<file path="config.mk">
export PLATFORM = sky130hd
export DESIGN_NAME = gate_pwm_with_oneshot_core
export DESIGN_NICKNAME = d
export VERILOG_FILES = /design/src/rtl/gpo_pkg.sv /design/src/rtl/gpo_csr.sv /design/src/rtl/gpo_engine.sv /design/src/rtl/gate_pwm_with_oneshot_core.sv
export SDC_FILE = /design/constraint.sdc
export NUM_CORES = 1
export LEC_CHECK = 0
export BUFFER_PORTS_ARGS = -buffer_cell sky130_fd_sc_hd__buf_2
export CAP_MARGIN = 20
export CORE_MARGIN = 5
export CORE_UTILIZATION = 45
export DETAILED_ROUTE_END_ITERATION = 6
export GPL_TIMING_DRIVEN = 0
export SKIP_CTS_REPAIR_TIMING = 1
export SKIP_LAST_GASP = 1
export SLEW_MARGIN = 15
export SYNTH_ARGS = -nofsm -noshare
export SYNTH_HDL_FRONTEND = slang
export SYNTH_SLANG_ARGS = --single-unit
export TNS_END_PERCENT = 100
</file>
<file path="constraint.sdc">
create_clock -name clock -period 11.7 [get_ports clock]
set_clock_uncertainty 0.05 [all_clocks]
set_input_delay 1.17 -clock clock [delete_from_list [all_inputs] [get_ports clock]]
set_output_delay 1.17 -clock clock [all_outputs]
set_load 0.05 [all_outputs]
</file>
<file path="src/rtl/gpo_pkg.sv">
`timescale 1ns / 1ps

package gpo_pkg;

   // counter width; the period register keeps its full 16 bits, only these are used
   localparam int COUNT_BITS = 16;

   // field widths
   localparam int OP_BITS       = 3;
   localparam int DUTY_IN_BITS  = 16;
   localparam int DUTY_BITS     = 15;
   localparam int PULSE_BITS    = 16;
   localparam int TOP_REG_BITS  = 16;
   localparam int TPU_BITS      = 8;
   localparam int OUT_CNT_BITS  = 16;
   localparam int CSR_IDX_BITS  = 2;
   localparam int CSR_DATA_BITS = 16;

   // shared multiplier: (top + 1) * duty or pulse_us * ticks_per_us
   localparam int MUL_A_BITS = (COUNT_BITS + 1 > PULSE_BITS) ? COUNT_BITS + 1 : PULSE_BITS;
   localparam int MUL_B_BITS = DUTY_BITS;
   localparam int PROD_BITS  = MUL_A_BITS + MUL_B_BITS;
   localparam int Q_SHIFT    = 15;

   // duty ceiling saturation limits, 0.05 and 0.95 in Q0.15
   localparam logic [DUTY_BITS-1:0] DUTY_MIN_Q15 = 15'd1638;
   localparam logic [DUTY_BITS-1:0] DUTY_MAX_Q15 = 15'd31130;

   // register reset values
   localparam logic [TOP_REG_BITS-1:0] RST_PERIOD_TOP = 16'd255;
   localparam logic [DUTY_BITS-1:0]    RST_MAX_DUTY   = 15'd6554;
   localparam logic [TPU_BITS-1:0]     RST_TICKS_US   = 8'd8;

   // register indexes
   localparam logic [CSR_IDX_BITS-1:0] CSR_PERIOD_TOP   = 2'd0;
   localparam logic [CSR_IDX_BITS-1:0] CSR_MAX_DUTY     = 2'd1;
   localparam logic [CSR_IDX_BITS-1:0] CSR_TICKS_PER_US = 2'd2;

   typedef enum logic [OP_BITS-1:0] {
      OP_TICK        = 3'd0,
      OP_SET_DUTY    = 3'd1,
      OP_ENABLE      = 3'd2,
      OP_ENABLE_WRAP = 3'd3,
      OP_DISABLE     = 3'd4,
      OP_ONESHOT     = 3'd5
   } op_type;

   typedef struct packed {
      logic [TOP_REG_BITS-1:0] period_top;
      logic [DUTY_BITS-1:0]    max_duty;
      logic [TPU_BITS-1:0]     ticks_per_us;
   } cfg_type;

   typedef struct packed {
      logic                    gate;
      logic [OUT_CNT_BITS-1:0] count;
      logic                    attached;
      logic                    oneshot_busy;
      logic [DUTY_BITS-1:0]    duty_applied;
      logic [OUT_CNT_BITS-1:0] compare_value;
   } status_type;

endpackage

</file>
<file path="src/rtl/gpo_csr.sv">
`timescale 1ns / 1ps

module gpo_csr
   import gpo_pkg::*;
(
   input  logic                     clock,
   input  logic                     reset,
   input  logic                     csr_write_en,
   input  logic [CSR_IDX_BITS-1:0]  csr_index,
   input  logic [CSR_DATA_BITS-1:0] csr_data,
   output cfg_type                  cfg
);

   cfg_type              cfg_ff, cfg_in;
   logic [DUTY_BITS-1:0] duty_wr;

   // ceiling writes saturate into the safe window
   always_comb begin
      duty_wr = csr_data[DUTY_BITS-1:0];
      if (duty_wr < DUTY_MIN_Q15) begin
         duty_wr = DUTY_MIN_Q15;
      end else if (duty_wr > DUTY_MAX_Q15) begin
         duty_wr = DUTY_MAX_Q15;
      end
   end

   always_comb begin
      cfg_in = cfg_ff;
      if (csr_write_en) begin
         unique case (csr_index)
            CSR_PERIOD_TOP:   cfg_in.period_top   = csr_data[TOP_REG_BITS-1:0];
            CSR_MAX_DUTY:     cfg_in.max_duty     = duty_wr;
            CSR_TICKS_PER_US: cfg_in.ticks_per_us = csr_data[TPU_BITS-1:0];
            default: ;
         endcase
      end
   end

   always_ff @(posedge clock) begin
      if (reset) begin
         cfg_ff.period_top   <= RST_PERIOD_TOP;
         cfg_ff.max_duty     <= RST_MAX_DUTY;
         cfg_ff.ticks_per_us <= RST_TICKS_US;
      end else begin
         cfg_ff <= cfg_in;
      end
   end

   assign cfg = cfg_ff;

endmodule

</file>
<file path="src/rtl/gpo_engine.sv">
`timescale 1ns / 1ps

module gpo_engine
   import gpo_pkg::*;
(
   input  logic                    clock,
   input  logic                    reset,
   input  logic                    step,
   input  logic [OP_BITS-1:0]      op,
   input  logic [DUTY_IN_BITS-1:0] duty_q15,
   input  logic [PULSE_BITS-1:0]   pulse_us,
   input  cfg_type                 cfg,
   output status_type              status
);

   logic [COUNT_BITS-1:0] counter_ff, counter_in;
   logic [COUNT_BITS-1:0] cmp_active_ff, cmp_active_in;
   logic [COUNT_BITS-1:0] cmp_buffer_ff, cmp_buffer_in;
   logic                  attach_ff, attach_in;
   logic                  pending_ff, pending_in;
   logic                  oneshot_ff, oneshot_in;
   logic                  armed_ff, armed_in;
   logic [DUTY_BITS-1:0]  duty_ff, duty_in;

   logic [COUNT_BITS-1:0]      top;
   logic [DUTY_BITS-1:0]       duty_clamped;
   logic                       is_set;
   logic [MUL_A_BITS-1:0]      mul_a;
   logic [MUL_B_BITS-1:0]      mul_b;
   logic [PROD_BITS-1:0]       product;
   logic [PROD_BITS-Q_SHIFT-1:0] cmp_full;
   logic [COUNT_BITS-1:0]      duty_cmp;
   logic [PROD_BITS-1:0]       ticks_lo;
   logic [COUNT_BITS-1:0]      ticks;

   assign top = cfg.period_top[COUNT_BITS-1:0];

   // duty request: negative to zero, then the ceiling
   always_comb begin
      duty_clamped = duty_q15[DUTY_IN_BITS-1] ? '0 : duty_q15[DUTY_BITS-1:0];
      if (duty_clamped > cfg.max_duty) begin
         duty_clamped = cfg.max_duty;
      end
   end

   // one multiplier shared by set duty and one-shot scaling
   assign is_set  = (op == OP_SET_DUTY);
   assign mul_a   = is_set ? (MUL_A_BITS'(top) + MUL_A_BITS'(1)) : MUL_A_BITS'(pulse_us);
   assign mul_b   = is_set ? duty_clamped : MUL_B_BITS'(cfg.ticks_per_us);
   assign product = PROD_BITS'(mul_a) * PROD_BITS'(mul_b);

   // compare from duty, limited to top
   always_comb begin
      cmp_full = product[PROD_BITS-1:Q_SHIFT];
      duty_cmp = (cmp_full > (PROD_BITS-Q_SHIFT)'(top)) ? top : cmp_full[COUNT_BITS-1:0];
   end

   // one-shot length: at least one tick, at most top
   always_comb begin
      ticks_lo = (product == '0) ? PROD_BITS'(1) : product;
      ticks    = (ticks_lo > PROD_BITS'(top)) ? top : ticks_lo[COUNT_BITS-1:0];
   end

   // next state for the item in the input register
   always_comb begin
      counter_in    = counter_ff;
      cmp_active_in = cmp_active_ff;
      cmp_buffer_in = cmp_buffer_ff;
      attach_in     = attach_ff;
      pending_in    = pending_ff;
      oneshot_in    = oneshot_ff;
      armed_in      = armed_ff;
      duty_in       = duty_ff;
      unique case (op_type'(op))
         OP_TICK: begin
            if (counter_ff >= top) begin
               counter_in    = '0;
               cmp_active_in = cmp_buffer_ff;
               if (pending_ff) begin
                  attach_in  = 1'b1;
                  pending_in = 1'b0;
               end
            end else begin
               counter_in = counter_ff + COUNT_BITS'(1);
            end
            // first compare match ends the one-shot
            if (armed_ff && (counter_in == cmp_active_in)) begin
               attach_in  = 1'b0;
               oneshot_in = 1'b0;
               armed_in   = 1'b0;
            end
         end
         OP_SET_DUTY: begin
            duty_in       = duty_clamped;
            cmp_buffer_in = duty_cmp;
         end
         OP_ENABLE: begin
            attach_in  = 1'b1;
            pending_in = 1'b0;
         end
         OP_ENABLE_WRAP: begin
            if (!attach_ff) pending_in = 1'b1;
         end
         OP_DISABLE: begin
            attach_in  = 1'b0;
            pending_in = 1'b0;
            oneshot_in = 1'b0;
            armed_in   = 1'b0;
         end
         OP_ONESHOT: begin
            if (pulse_us != '0) begin
               cmp_buffer_in = ticks;
               oneshot_in    = 1'b1;
               armed_in      = 1'b1;
               if (!attach_ff) pending_in = 1'b1;
            end
         end
         default: ;
      endcase
   end

   always_ff @(posedge clock) begin
      if (reset) begin
         counter_ff    <= '0;
         cmp_active_ff <= '0;
         cmp_buffer_ff <= '0;
         attach_ff     <= 1'b0;
         pending_ff    <= 1'b0;
         oneshot_ff    <= 1'b0;
         armed_ff      <= 1'b0;
         duty_ff       <= '0;
      end else if (step) begin
         counter_ff    <= counter_in;
         cmp_active_ff <= cmp_active_in;
         cmp_buffer_ff <= cmp_buffer_in;
         attach_ff     <= attach_in;
         pending_ff    <= pending_in;
         oneshot_ff    <= oneshot_in;
         armed_ff      <= armed_in;
         duty_ff       <= duty_in;
      end
   end

   // status after this item
   always_comb begin
      status.gate          = attach_in && (counter_in < cmp_active_in);
      status.count         = OUT_CNT_BITS'(counter_in);
      status.attached      = attach_in;
      status.oneshot_busy  = oneshot_in;
      status.duty_applied  = duty_in;
      status.compare_value = OUT_CNT_BITS'(cmp_active_in);
   end

   // one-shot flag and match arm always move together
   a_oneshot_armed: assert property (@(posedge clock) disable iff (reset)
      oneshot_ff == armed_ff)
      else $error("one-shot flag and match arm disagree");

   // a pending attach never coexists with an attached output
   a_pending_excl: assert property (@(posedge clock) disable iff (reset)
      !(attach_ff && pending_ff))
      else $error("attach pending while already attached");

   // disable leaves everything detached
   a_disable: assert property (@(posedge clock) disable iff (reset)
      (step && (op == OP_DISABLE)) |=> (!attach_ff && !pending_ff && !oneshot_ff))
      else $error("disable did not detach");

endmodule

</file>
<file path="src/rtl/gate_pwm_with_oneshot_core.sv">
`timescale 1ns / 1ps

// Gate-drive PWM with duty ceiling and one-shot pulse.
// Request channel (req_valid / req_stall): one beat per command; req_op selects
// tick, set duty, enable, enable at wrap, disable or one-shot, with req_duty_q15
// and req_pulse_us as operands. Every request beat yields exactly one response
// beat (rsp_valid / rsp_stall) carrying gate level, counter, attach and one-shot
// status, applied duty and active compare value after that command.
// CSR port: csr_write_en with csr_index 0 period top, 1 duty ceiling (saturated
// to 0.05..0.95), 2 ticks per microsecond; write only while idle.
// Each request beat is held in one request register; then the state update and one
// shared multiplier feed the response register. Throughput is one beat per cycle
// while the response side is not stalled.
// A stalled response holds; the request register still takes one more beat, and
// req_stall rises only when both registers are full.
// Reset (synchronous, active high) clears counter, compares, flags and duty, and
// loads the registers with top 255, ceiling 0.20 and 8 ticks per microsecond.

module gate_pwm_with_oneshot_core
   import gpo_pkg::*;
(
   input  logic                     clock,
   input  logic                     reset,
   input  logic                     req_valid,
   output logic                     req_stall,
   input  logic [OP_BITS-1:0]       req_op,
   input  logic [DUTY_IN_BITS-1:0]  req_duty_q15,
   input  logic [PULSE_BITS-1:0]    req_pulse_us,
   output logic                     rsp_valid,
   input  logic                     rsp_stall,
   output logic                     rsp_gate,
   output logic [OUT_CNT_BITS-1:0]  rsp_count,
   output logic                     rsp_attached,
   output logic                     rsp_oneshot_busy,
   output logic [DUTY_BITS-1:0]     rsp_duty_applied,
   output logic [OUT_CNT_BITS-1:0]  rsp_compare_value,
   input  logic                     csr_write_en,
   input  logic [CSR_IDX_BITS-1:0]  csr_index,
   input  logic [CSR_DATA_BITS-1:0] csr_data
);

   cfg_type    cfg;
   status_type status;

   logic                    s1_valid_ff, s1_valid_in;
   logic [OP_BITS-1:0]      s1_op_ff;
   logic [DUTY_IN_BITS-1:0] s1_duty_ff;
   logic [PULSE_BITS-1:0]   s1_pulse_ff;
   logic                    rsp_valid_ff, rsp_valid_in;
   status_type              rsp_ff;
   logic                    advance;
   logic                    step;
   logic                    req_take;

   gpo_csr u_csr (
      .clock        (clock),
      .reset        (reset),
      .csr_write_en (csr_write_en),
      .csr_index    (csr_index),
      .csr_data     (csr_data),
      .cfg          (cfg)
   );

   gpo_engine u_engine (
      .clock    (clock),
      .reset    (reset),
      .step     (step),
      .op       (s1_op_ff),
      .duty_q15 (s1_duty_ff),
      .pulse_us (s1_pulse_ff),
      .cfg      (cfg),
      .status   (status)
   );

   // pipeline control: the response register frees when empty or taken
   assign advance   = !rsp_valid_ff || !rsp_stall;
   assign step      = s1_valid_ff && advance;
   assign req_stall = s1_valid_ff && !advance;
   assign req_take  = req_valid && !req_stall;

   always_comb begin
      s1_valid_in  = req_take || (s1_valid_ff && !advance);
      rsp_valid_in = step || (rsp_valid_ff && rsp_stall);
   end

   always_ff @(posedge clock) begin
      if (reset) begin
         s1_valid_ff  <= 1'b0;
         rsp_valid_ff <= 1'b0;
      end else begin
         s1_valid_ff  <= s1_valid_in;
         rsp_valid_ff <= rsp_valid_in;
      end
   end

   // request and response payload registers
   always_ff @(posedge clock) begin
      if (req_take) begin
         s1_op_ff    <= req_op;
         s1_duty_ff  <= req_duty_q15;
         s1_pulse_ff <= req_pulse_us;
      end
      if (step) begin
         rsp_ff <= status;
      end
   end

   assign rsp_valid         = rsp_valid_ff;
   assign rsp_gate          = rsp_ff.gate;
   assign rsp_count         = rsp_ff.count;
   assign rsp_attached      = rsp_ff.attached;
   assign rsp_oneshot_busy  = rsp_ff.oneshot_busy;
   assign rsp_duty_applied  = rsp_ff.duty_applied;
   assign rsp_compare_value = rsp_ff.compare_value;

   // an empty request register never pushes back
   a_no_false_stall: assert property (@(posedge clock) disable iff (reset)
      !s1_valid_ff |-> !req_stall)
      else $error("request stalled with empty request register");

   // every processed beat shows up on the response side
   a_step_to_rsp: assert property (@(posedge clock) disable iff (reset)
      step |=> rsp_valid_ff)
      else $error("processed beat lost before response");

   // gate is only driven while attached
   a_gate_attached: assert property (@(posedge clock) disable iff (reset)
      rsp_valid_ff |-> (!rsp_ff.gate || rsp_ff.attached))
      else $error("gate high while detached");

endmodule
</file>
---- Yosys cells after proc, flatten, opt, wreduce, memory -nomap -nowiden ----
Index checks and enable logic that the tools add are counted.
cells by class
  $add $sub $neg .......................... 2
  multipliers ............................. 1
  $lt $le $gt $ge ......................... 7
  equal/unequal tests ..................... 11
  muxes and demuxes ....................... 32
  reductions and logical operators ........ 27
operators by type and width
  kind                   number
  $mux 16                9
  $mux 15                6
  $gt 32x16->1           1
  $logic_not 32->1       1
  $mul 17x15->32         1
  $mux 32                1
  $pmux 16 s2            1
  $add 16x1->17 const B  1
  $gt 17x16->1           1
  $mux 17                1
  $add 16x1->16 const B  1
  $eq 16x16->1           1
  $ge 16x16->1           1
  $lt 16x16->1           1
  $reduce_bool 16->1     1
  $gt 15x15->1           1
  $gt 15x15->1 const B   1
  $lt 15x11->1 const B   1
  $mux 1                 10
  $pmux 1 s3             3
  $reduce_and 4->1       2
  $eq 3x2->1 const B     2
  $eq 3x3->1 const B     2
  $logic_and 1x1->1      6
  other kinds (15)       24
word-level totals
  bits in registers ....................... 193
  bits of input ports ..................... 58
  output and inout port bits .............. 52
  logic and storage cells ................. 102

---- Logic depth before layout (Yosys ltp) ----
Gate-level depths: netlist (run 1).
  depth after elaboration ................. 11
  gate-level depth with buffers ........... 48

---- Hierarchy ----
Synthesis (run 1) repeated with hierarchy kept, for this count alone.
unflattened totals
  cells, all modules ...................... 2247
  area total of the unflattened synthesis .. 19726.4 µm²
modules (own cells, without submodules)
  module                      instances  cells an instance  area an instance (µm²)  sequential area each (µm²)
  gpo_engine                  1          1961               15472.3                 1341.3
  gate_pwm_with_oneshot_core  1          95                 2638.8                  2592.5
  gpo_csr                     1          191                1615.3                  780.7

---- Worst setup path before layout (run 1) ----
No wires, ideal clock.
  path kind ............................... reg-to-reg
  start ................................... register s1_duty_ff[15]
  end ..................................... register u_engine.cmp_buffer_ff[10]
  library setup time ...................... 0.124 ns
  data arrival time ....................... 10.560 ns
  required time ........................... 11.526 ns
  setup slack ............................. 0.965 ns
  stages on the path, launching flop included .. 45
  buffers on the path ..................... 5
  clock period less this slack ............ 10.735 ns
  cells stage by stage .................... edfxtp_1 -> clkbuf_1 -> nor2b_1 -> ha_1 -> maj3_1 -> a21o_1 -> a221o_1 -> o21ai_1 -> buf_2 -> buf_2 -> o211ai_1 -> o21ai_1 -> clkbuf_1 -> nor2_1 -> fa_1 -> inv_1 -> fa_1 -> inv_1 -> [... 9 more ...] -> o31ai_2 -> xnor2_1 -> or4_1 -> or4_1 -> or3_1 -> o22a_1 -> ha_1 -> nor2b_1 -> o21a_1 -> o21a_1 -> o21ai_0 -> a21oi_1 -> o21ai_0 -> a21o_1 -> and4_1 -> buf_4 -> a221oi_1 -> a21oi_1
between the ends
  cells in the longest elaborated chain, start to end .. 11
RTL lines
  element                 line                               source
  start, declared         gate_pwm_with_oneshot_core.sv:47   logic [DUTY_IN_BITS-1:0] s1_duty_ff;
  start signal, assigned  gate_pwm_with_oneshot_core.sv:100  s1_duty_ff <= req_duty_q15;
  $mux 15 *               gpo_engine.sv:40                   duty_clamped = duty_q15[DUTY_IN_BITS-1] ? '0 : duty_q15[DUTY_BITS-1:0];
  $gt 15x15->1            gpo_engine.sv:41                   if (duty_clamped > cfg.max_duty) begin
  $mux 15 *               gpo_engine.sv:41
  $mux 15 *               gpo_engine.sv:49                   assign mul_b = is_set ? duty_clamped : MUL_B_BITS'(cfg.ticks_per_us);
  $mul 17x15->32 *        gpo_engine.sv:50                   assign product = PROD_BITS'(mul_a) * PROD_BITS'(mul_b);
  $logic_not 32->1        gpo_engine.sv:60                   ticks_lo = (product == '0) ? PROD_BITS'(1) : product;
  $mux 32                 gpo_engine.sv:60
  $gt 32x16->1            gpo_engine.sv:61                   ticks = (ticks_lo > PROD_BITS'(top)) ? top : ticks_lo[COUNT_BITS-1:0];
  $mux 16                 gpo_engine.sv:61
  $mux 16                 gpo_engine.sv:111                  if (pulse_us != '0) begin
  $pmux 16 s2 *           gpo_engine.sv:74                   unique case (op_type'(op))
  end signal, assigned    gpo_engine.sv:135                  cmp_buffer_ff <= cmp_buffer_in;
  end, declared           gpo_engine.sv:18                   logic [COUNT_BITS-1:0] cmp_buffer_ff, cmp_buffer_in;
Every way passes the cells marked *; elsewhere a longest branch is shown, timed or not. The select of a mux whose other input is x is not followed.
A chain may end at the register's enable or synchronous reset.

---- Worst setup path in the final report (run 1) ----
Ends and elaborated chain as after synthesis.

==> impl_metrics.tcl, run 1 <==
set metrics [dict create \
    status "completed" \
    drt_wl_total_um 64600 \
    crit_type "reg2reg" \
    die_h_um 218 \
    synth_cells 2228 \
    finalSetupViolations 0 \
    viasPerCell 5.70 \
    ys_seq_elements 193 \
    nets 2808 \
    ctsLongestPathBuffers 2 \
    r2r-start "s1_duty_ff[15]" \
    synth-adder-area-share_pct 31.1 \
    grt_overflow 0 \
    powerDensity_nw_per_um2 135 \
    leakagePower_nw 9.73 \
    dp_hpwl_um 52400 \
    initial_utilization_pct 45.4 \
    synth_warnings 0 \
    drt-initial-drc-count 1441 \
    hold_viol 0 \
    slew_headroom_pct 32.6 \
    final_max_slew_viol_count 0 \
    final.fill_count 4164 \
    synth_area_um2 19500 \
    path_clk_slew_ns 0.08 \
    start_kind "flip-flop" \
    synth_cell_type_count 82 \
    min_path_type "reg2reg" \
    tightest_slew_ns 1.00 \
    slowest_stage "or4_1" \
    vias 16987 \
    dp_slack_ns -1.12 \
    clock-root-buffer "clkbuf_16" \
    rr_worst_depth 44 \
    r2r_end "u_engine.cmp_buffer_ff[10]" \
    required_ns 12.00 \
    die_area_um2 47600 \
    synth_compound_area_share_pct 14.7 \
    drc 0 \
    cp-startpoint "s1_duty_ff[15]" \
    crit_path_frequent_cell "fa_1" \
    finalCriticalPeriod_ns 11.24 \
    antenna_cells 0 \
    async_flop_share_pct 0 \
    wl_per_cell_um 21.7 \
    layout-drive-gt1-share_pct 11.9 \
    worstHoldPathCells 2 \
    cp_data_arrival_time_ns 11.54 \
    num_rows 76 \
    grt_pass1_vias 16948 \
    numPortBuffers 109 \
    synth_edf_count 85 \
    critical_path_peak_fanout 10 \
    syn_nets 2654 \
    ant_nets 0 \
    clkLatencyLatePin_ns 0.46 \
    ys_seq_area_share_pct 24.2 \
    maxCapViolations 0 \
    ios 110 \
    endpoint "u_engine.cmp_buffer_ff[10]" \
    r2r_slack_ns 0.46 \
    gp_congestion 0.979 \
    core_area_um2 43000 \
    synth_xor_area_share_pct 2.69 \
    cts_tree "done" \
    grt_max_degree 38 \
    peakVddDrop_mv 0.118 \
    max_freq_ghz 0.0889 \
    numCtsBuffers 17 \
    synth_mux_area_share_pct 2.39 \
    drtPass1Iterations 5 \
    period_share_pct 96.1 \
    tns_ns 0 \
    setup_slack_ns 0.455 \
    grt_pass1_wl_um 99400 \
    synth_simple_gate_area_share_pct 17.7 \
    cts_sinks 193 \
    htree_num_levels 4 \
    postSynthAreaPerCell_um2 8.76 \
    antenna_found_initial 0 \
    post-route-util_pct 51.1 \
    synth_top_family_by_area "adder cells" \
    area_growth_pct 12.6 \
    track_usage_pct 27.0 \
    cpPeakStageDelay_ns 0.59 \
    ys.flop_type "dfxtp_1" \
    die_w_um 218 \
    cp-end-kind "flip-flop" \
]
==> cells in the mapped netlist (30+ instances only) <==
master | number | area [um^2]
a211oi_1 | 31 | 233
a21o_1 | 38 | 285
a21oi_1 | 139 | 696
clkbuf_1 | 90 | 338
dfxtp_1 | 108 | 2160
edfxtp_1 | 85 | 2550
fa_1 | 193 | 3860
ha_1 | 175 | 2190
inv_1 | 257 | 965
mux2i_1 | 32 | 320
nand2_1 | 203 | 762
nand3_1 | 31 | 155
nor2_1 | 302 | 1130
nor2b_1 | 30 | 188
o21ai_0 | 88 | 440
xnor2_1 | 46 | 403
==> cells in the final DEF, fill, tap and decap left out, types with 13 or more instances in the layout <==
| master | count |
|---|---|
| a211oi_1 | 31 |
| a21o_1 | 38 |
| a21oi_1 | 132 |
| and3_1 | 23 |
| buf_2 | 118 |
| buf_4 | 31 |
| clkbuf_1 | 68 |
| clkbuf_16 | 17 |
| dfxtp_1 | 107 |
| edfxtp_1 | 85 |
| fa_1 | 193 |
| ha_1 | 174 |
| inv_1 | 257 |
| mux2_2 | 13 |
| mux2i_1 | 30 |
| nand2_1 | 203 |
| nand2b_1 | 20 |
| nand3_1 | 31 |
| nand4_1 | 21 |
| nor2_1 | 302 |
| nor2b_1 | 28 |
| nor3_1 | 23 |
| nor4_1 | 14 |
| o211ai_1 | 20 |
| o21a_1 | 19 |
| o21ai_0 | 86 |
| or2_2 | 15 |
| or3_1 | 29 |
| xnor2_1 | 44 |
| xor2_1 | 14 |
==> worst min-delay path by stage <==
stage | start | end | slack (ns)
2_1_floorplan | u_engine.duty_ff[12] | u_engine.duty_ff[12] | 0.39
3_3_place_gp | u_engine.duty_ff[12] | u_engine.duty_ff[12] | 0.39
3_5_place_dp | u_engine.duty_ff[13] | u_engine.duty_ff[13] | 0.40
4_1_cts | u_engine.duty_ff[13] | u_engine.duty_ff[13] | 0.41
5_1_grt | u_engine.duty_ff[13] | u_engine.duty_ff[13] | 0.42
6_report | u_engine.duty_ff[8] | u_engine.duty_ff[8] | 0.41
==> cell type report <==
cell class | instances | area [um^2] | share of cell area, %
multi-input combinational | 1668 | 13700 | 62.2
clock inverter | 13 | 141 | 0.644
clock buffer | 19 | 433 | 1.97
tap | 585 | 732 | 3.33
inverter | 257 | 965 | 4.39
timing repair buffer | 142 | 818 | 3.73
buffer | 103 | 488 | 2.22
sequential | 193 | 4720 | 21.5
==> flip-flops by register name (all words and copies together) (netlist names), 3 cells and up <==
| signal | flops |
|---|---|
| rsp_duty_applied | 15 |
| u_csr.cfg | 39 |
| rsp_compare_value | 16 |
| u_engine.cmp_buffer_ff | 16 |
| u_engine.counter_ff | 16 |
| s1_op_ff | 3 |
| s1_duty_ff | 16 |
| s1_pulse_ff | 16 |
| u_engine.duty_ff | 15 |
| u_engine.cmp_active_ff | 16 |
| rsp_count | 16 |
==> where the power goes <==
part / total, mW / switching, mW / internal, mW / leakage, nW
Sequential: 0.757 / 0.0229 / 0.735 / 1.69
Combinational: 1.62 / 1.04 / 0.580 / 7.76
Clock: 0.579 / 0.294 / 0.285 / 0.280
Total: 2.96 / 1.36 / 1.60 / 9.73
==> per-layer routing <==
layer,wire length (um),part of all wire [%],global-route usage [%],vias to the layer above
met2,29500,46,43.6,658
li1,-,-,-,7861
met1,28600,44,38.3,8385
met4,1290,2.0,6.59,0
met5,0,0,0,-
met3,5090,7.9,4.49,83
==> metrics by stage <==
| step | hold slack [ns] | cells | power (mW) | cell area [um^2] |
|---|---|---|---|---|
| after detailed placement | 0.397 | 2925 | 2.27 | 20900 |
| after global placement | 0.392 | 2922 | 2.25 | 20800 |
| after floorplan | 0.387 | 2228 | 1.80 | 19500 |
| after global routing | 0.420 | 2980 | 3.16 | 22000 |
| after CTS | 0.408 | 2957 | 2.85 | 21400 |
| final | 0.408 | 2980 | 2.96 | 22000 |
==> logic make-up after synthesis <==
logic type,Yosys count
AOI/OAI and AO/OA,437
xor gates and xnor gates,60
adders and majority gates,369
buffers and inverters,368
DFF,193
muxes,45
and+or+nand+nor,756
==> critical path: cells and delay by family, from the launching register on <==
kind	cells	cell delay (ns)
adders and majority gates	10	4.11
AOI/OAI and AO/OA	17	3.16
DFF	1	0.36
xor gates and xnor gates	1	0.22
buffers and inverters	9	1.23
and+or+nand+nor	7	1.98
Power figures use the tool's default switching activity.
==> inputs of run 2 (changes only) <==
clock period = 13.64 ns   (was 11.7 ns; I/O delays follow)
==> impl_metrics.tcl, run 2 (same netlist as run 1, synthesis figures left out) <==
set metrics [dict create \
    maxCapViolations 0 \
    numPortBuffers 109 \
    gp_congestion 0.979 \
    clock-root-buffer "clkbuf_16" \
    ios 110 \
    post-route-util_pct 49.9 \
    start_kind "flip-flop" \
    dpl_cell_area_um2 20900 \
    setup_slack_ns 0.737 \
    peakVddDrop_mv 0.101 \
    tightest_slew_ns 1.19 \
    r2r_end "u_engine.cmp_buffer_ff[10]" \
    cpPeakStageDelay_ns 0.57 \
    r2r-start "s1_duty_ff[15]" \
    stdcell_area_um2 21400 \
    worstHoldPathCells 2 \
    wl_per_cell_um 21.6 \
    powerDensity_nw_per_um2 114 \
    drt_wl_total_um 64000 \
    critical_path_peak_fanout 10 \
    path_clk_slew_ns 0.08 \
    status "completed" \
    grt_pass1_vias 16948 \
    cts_sinks 193 \
    rr_worst_depth 43 \
    grt_overflow 0 \
    instances_no_fill 2958 \
    max_freq_ghz 0.0775 \
    die_area_um2 47600 \
    ant_nets 0 \
    num_rows 76 \
    viasPerCell 5.70 \
    drc 0 \
    layout-drive-gt1-share_pct 8.68 \
    die_h_um 218 \
    r2r_slack_ns 0.74 \
    hold_slack_ns 0.407 \
    area_growth_pct 9.87 \
    die_w_um 218 \
    drtPass1Iterations 5 \
    cp_data_arrival_time_ns 13.20 \
    whs_endpoint "u_engine.duty_ff[8]" \
    dp_hpwl_um 52400 \
    core_area_um2 43000 \
    worst-path-buf-inv 7 \
    hp-start "u_engine.duty_ff[8]" \
    vias 16850 \
    numCtsBuffers 17 \
    tns_ns 0 \
    dp_slack_ns 0.817 \
    hold_viol 0 \
    min_path_type "reg2reg" \
    slowest_stage "clkbuf_1" \
    finalPower_mw 2.45 \
    antenna_found_initial 0 \
    slew_headroom_pct 18.3 \
    drt-initial-drc-count 1430 \
    grt_pass1_wl_um 99400 \
    cts_tree "done" \
    crit_type "reg2reg" \
    crit_path_frequent_cell "fa_1" \
    nets 2786 \
    track_usage_pct 27.0 \
    grt_max_degree 38 \
    cp-end-kind "flip-flop" \
    clkLatencyLatePin_ns 0.47 \
    crit_family "adder cells" \
    rsz0062_at_grt "false" \
    ctsLongestPathBuffers 2 \
    most-common-layout-cells "nor2_1, inv_1, nand2_1" \
    finalSetupViolations 0 \
    final_max_slew_viol_count 0 \
    htree_num_levels 4 \
    largest_reg_flops 39 \
    required_ns 13.94 \
    period_share_pct 94.6 \
    initial_utilization_pct 45.4 \
    dp_cells 2925 \
    mostFrequentLayoutCell "nor2_1" \
    finalCriticalPeriod_ns 12.90 \
    antenna_cells 0 \
    leakagePower_nw 9.47 \
]
## run 2: changes by cell type in the layout (fill, tap and decap cells not counted), sizes merged
cell    before  now
buf        168  134
o21ai       98   97
clkbuf      96  109
## run 2: layout make-up
class	instances	area, um^2
well taps	585	732
repair buffers	113	603
multi-input cells	1667	13400
flip-flops and latches	193	4710
inverters	257	965
clock buffers	19	433
fillers	4222	21500
plain buffers	111	455
clock inverters	13	141
## run 2: layer usage
layer | share of wire [%] | GRT usage (%) | vias up
li1 | - | - | 7806
met1 | 45 | 38.3 | 8296
met2 | 46 | 43.6 | 649
met3 | 7.4 | 4.49 | 99
met4 | 2.2 | 6.59 | 0
met5 | 0 | 0 | -
## run 2: worst register-to-register path, delay by kind of cell (launching register included)
kind                     cells  cell delay (ns)
flip-flops                   1             0.46
XOR/XNOR                     1             0.35
multiplexers                 1             0.26
buffers and inverters        7             2.01
AO/OA/AOI/OAI               14             3.10
adder cells (fa/ha/maj)     10             4.29
AND/OR/NAND/NOR             10             2.25
## run 2: worst max path at each step
stage,start,cells after the start,endpoint
6_report,s1_duty_ff[15],43,u_engine.cmp_buffer_ff[10]
5_1_grt,s1_duty_ff[15],39,u_engine.cmp_buffer_ff[11]
4_1_cts,s1_duty_ff[15],43,u_engine.cmp_buffer_ff[10]
3_5_place_dp,s1_duty_ff[15],43,u_engine.cmp_buffer_ff[10]
3_3_place_gp,s1_duty_ff[15],43,u_engine.cmp_buffer_ff[11]
2_1_floorplan,s1_duty_ff[15],44,u_engine.cmp_buffer_ff[10]
## run 2: report_power, final
| group | internal (mW) | total (mW) | leakage (nW) | switching (mW) |
|---|---|---|---|---|
| Clock | 0.244 | 0.497 | 0.280 | 0.253 |
| Combinational | 0.453 | 1.31 | 7.50 | 0.854 |
| Sequential | 0.630 | 0.649 | 1.69 | 0.0192 |
| Total | 1.33 | 2.45 | 9.47 | 1.13 |
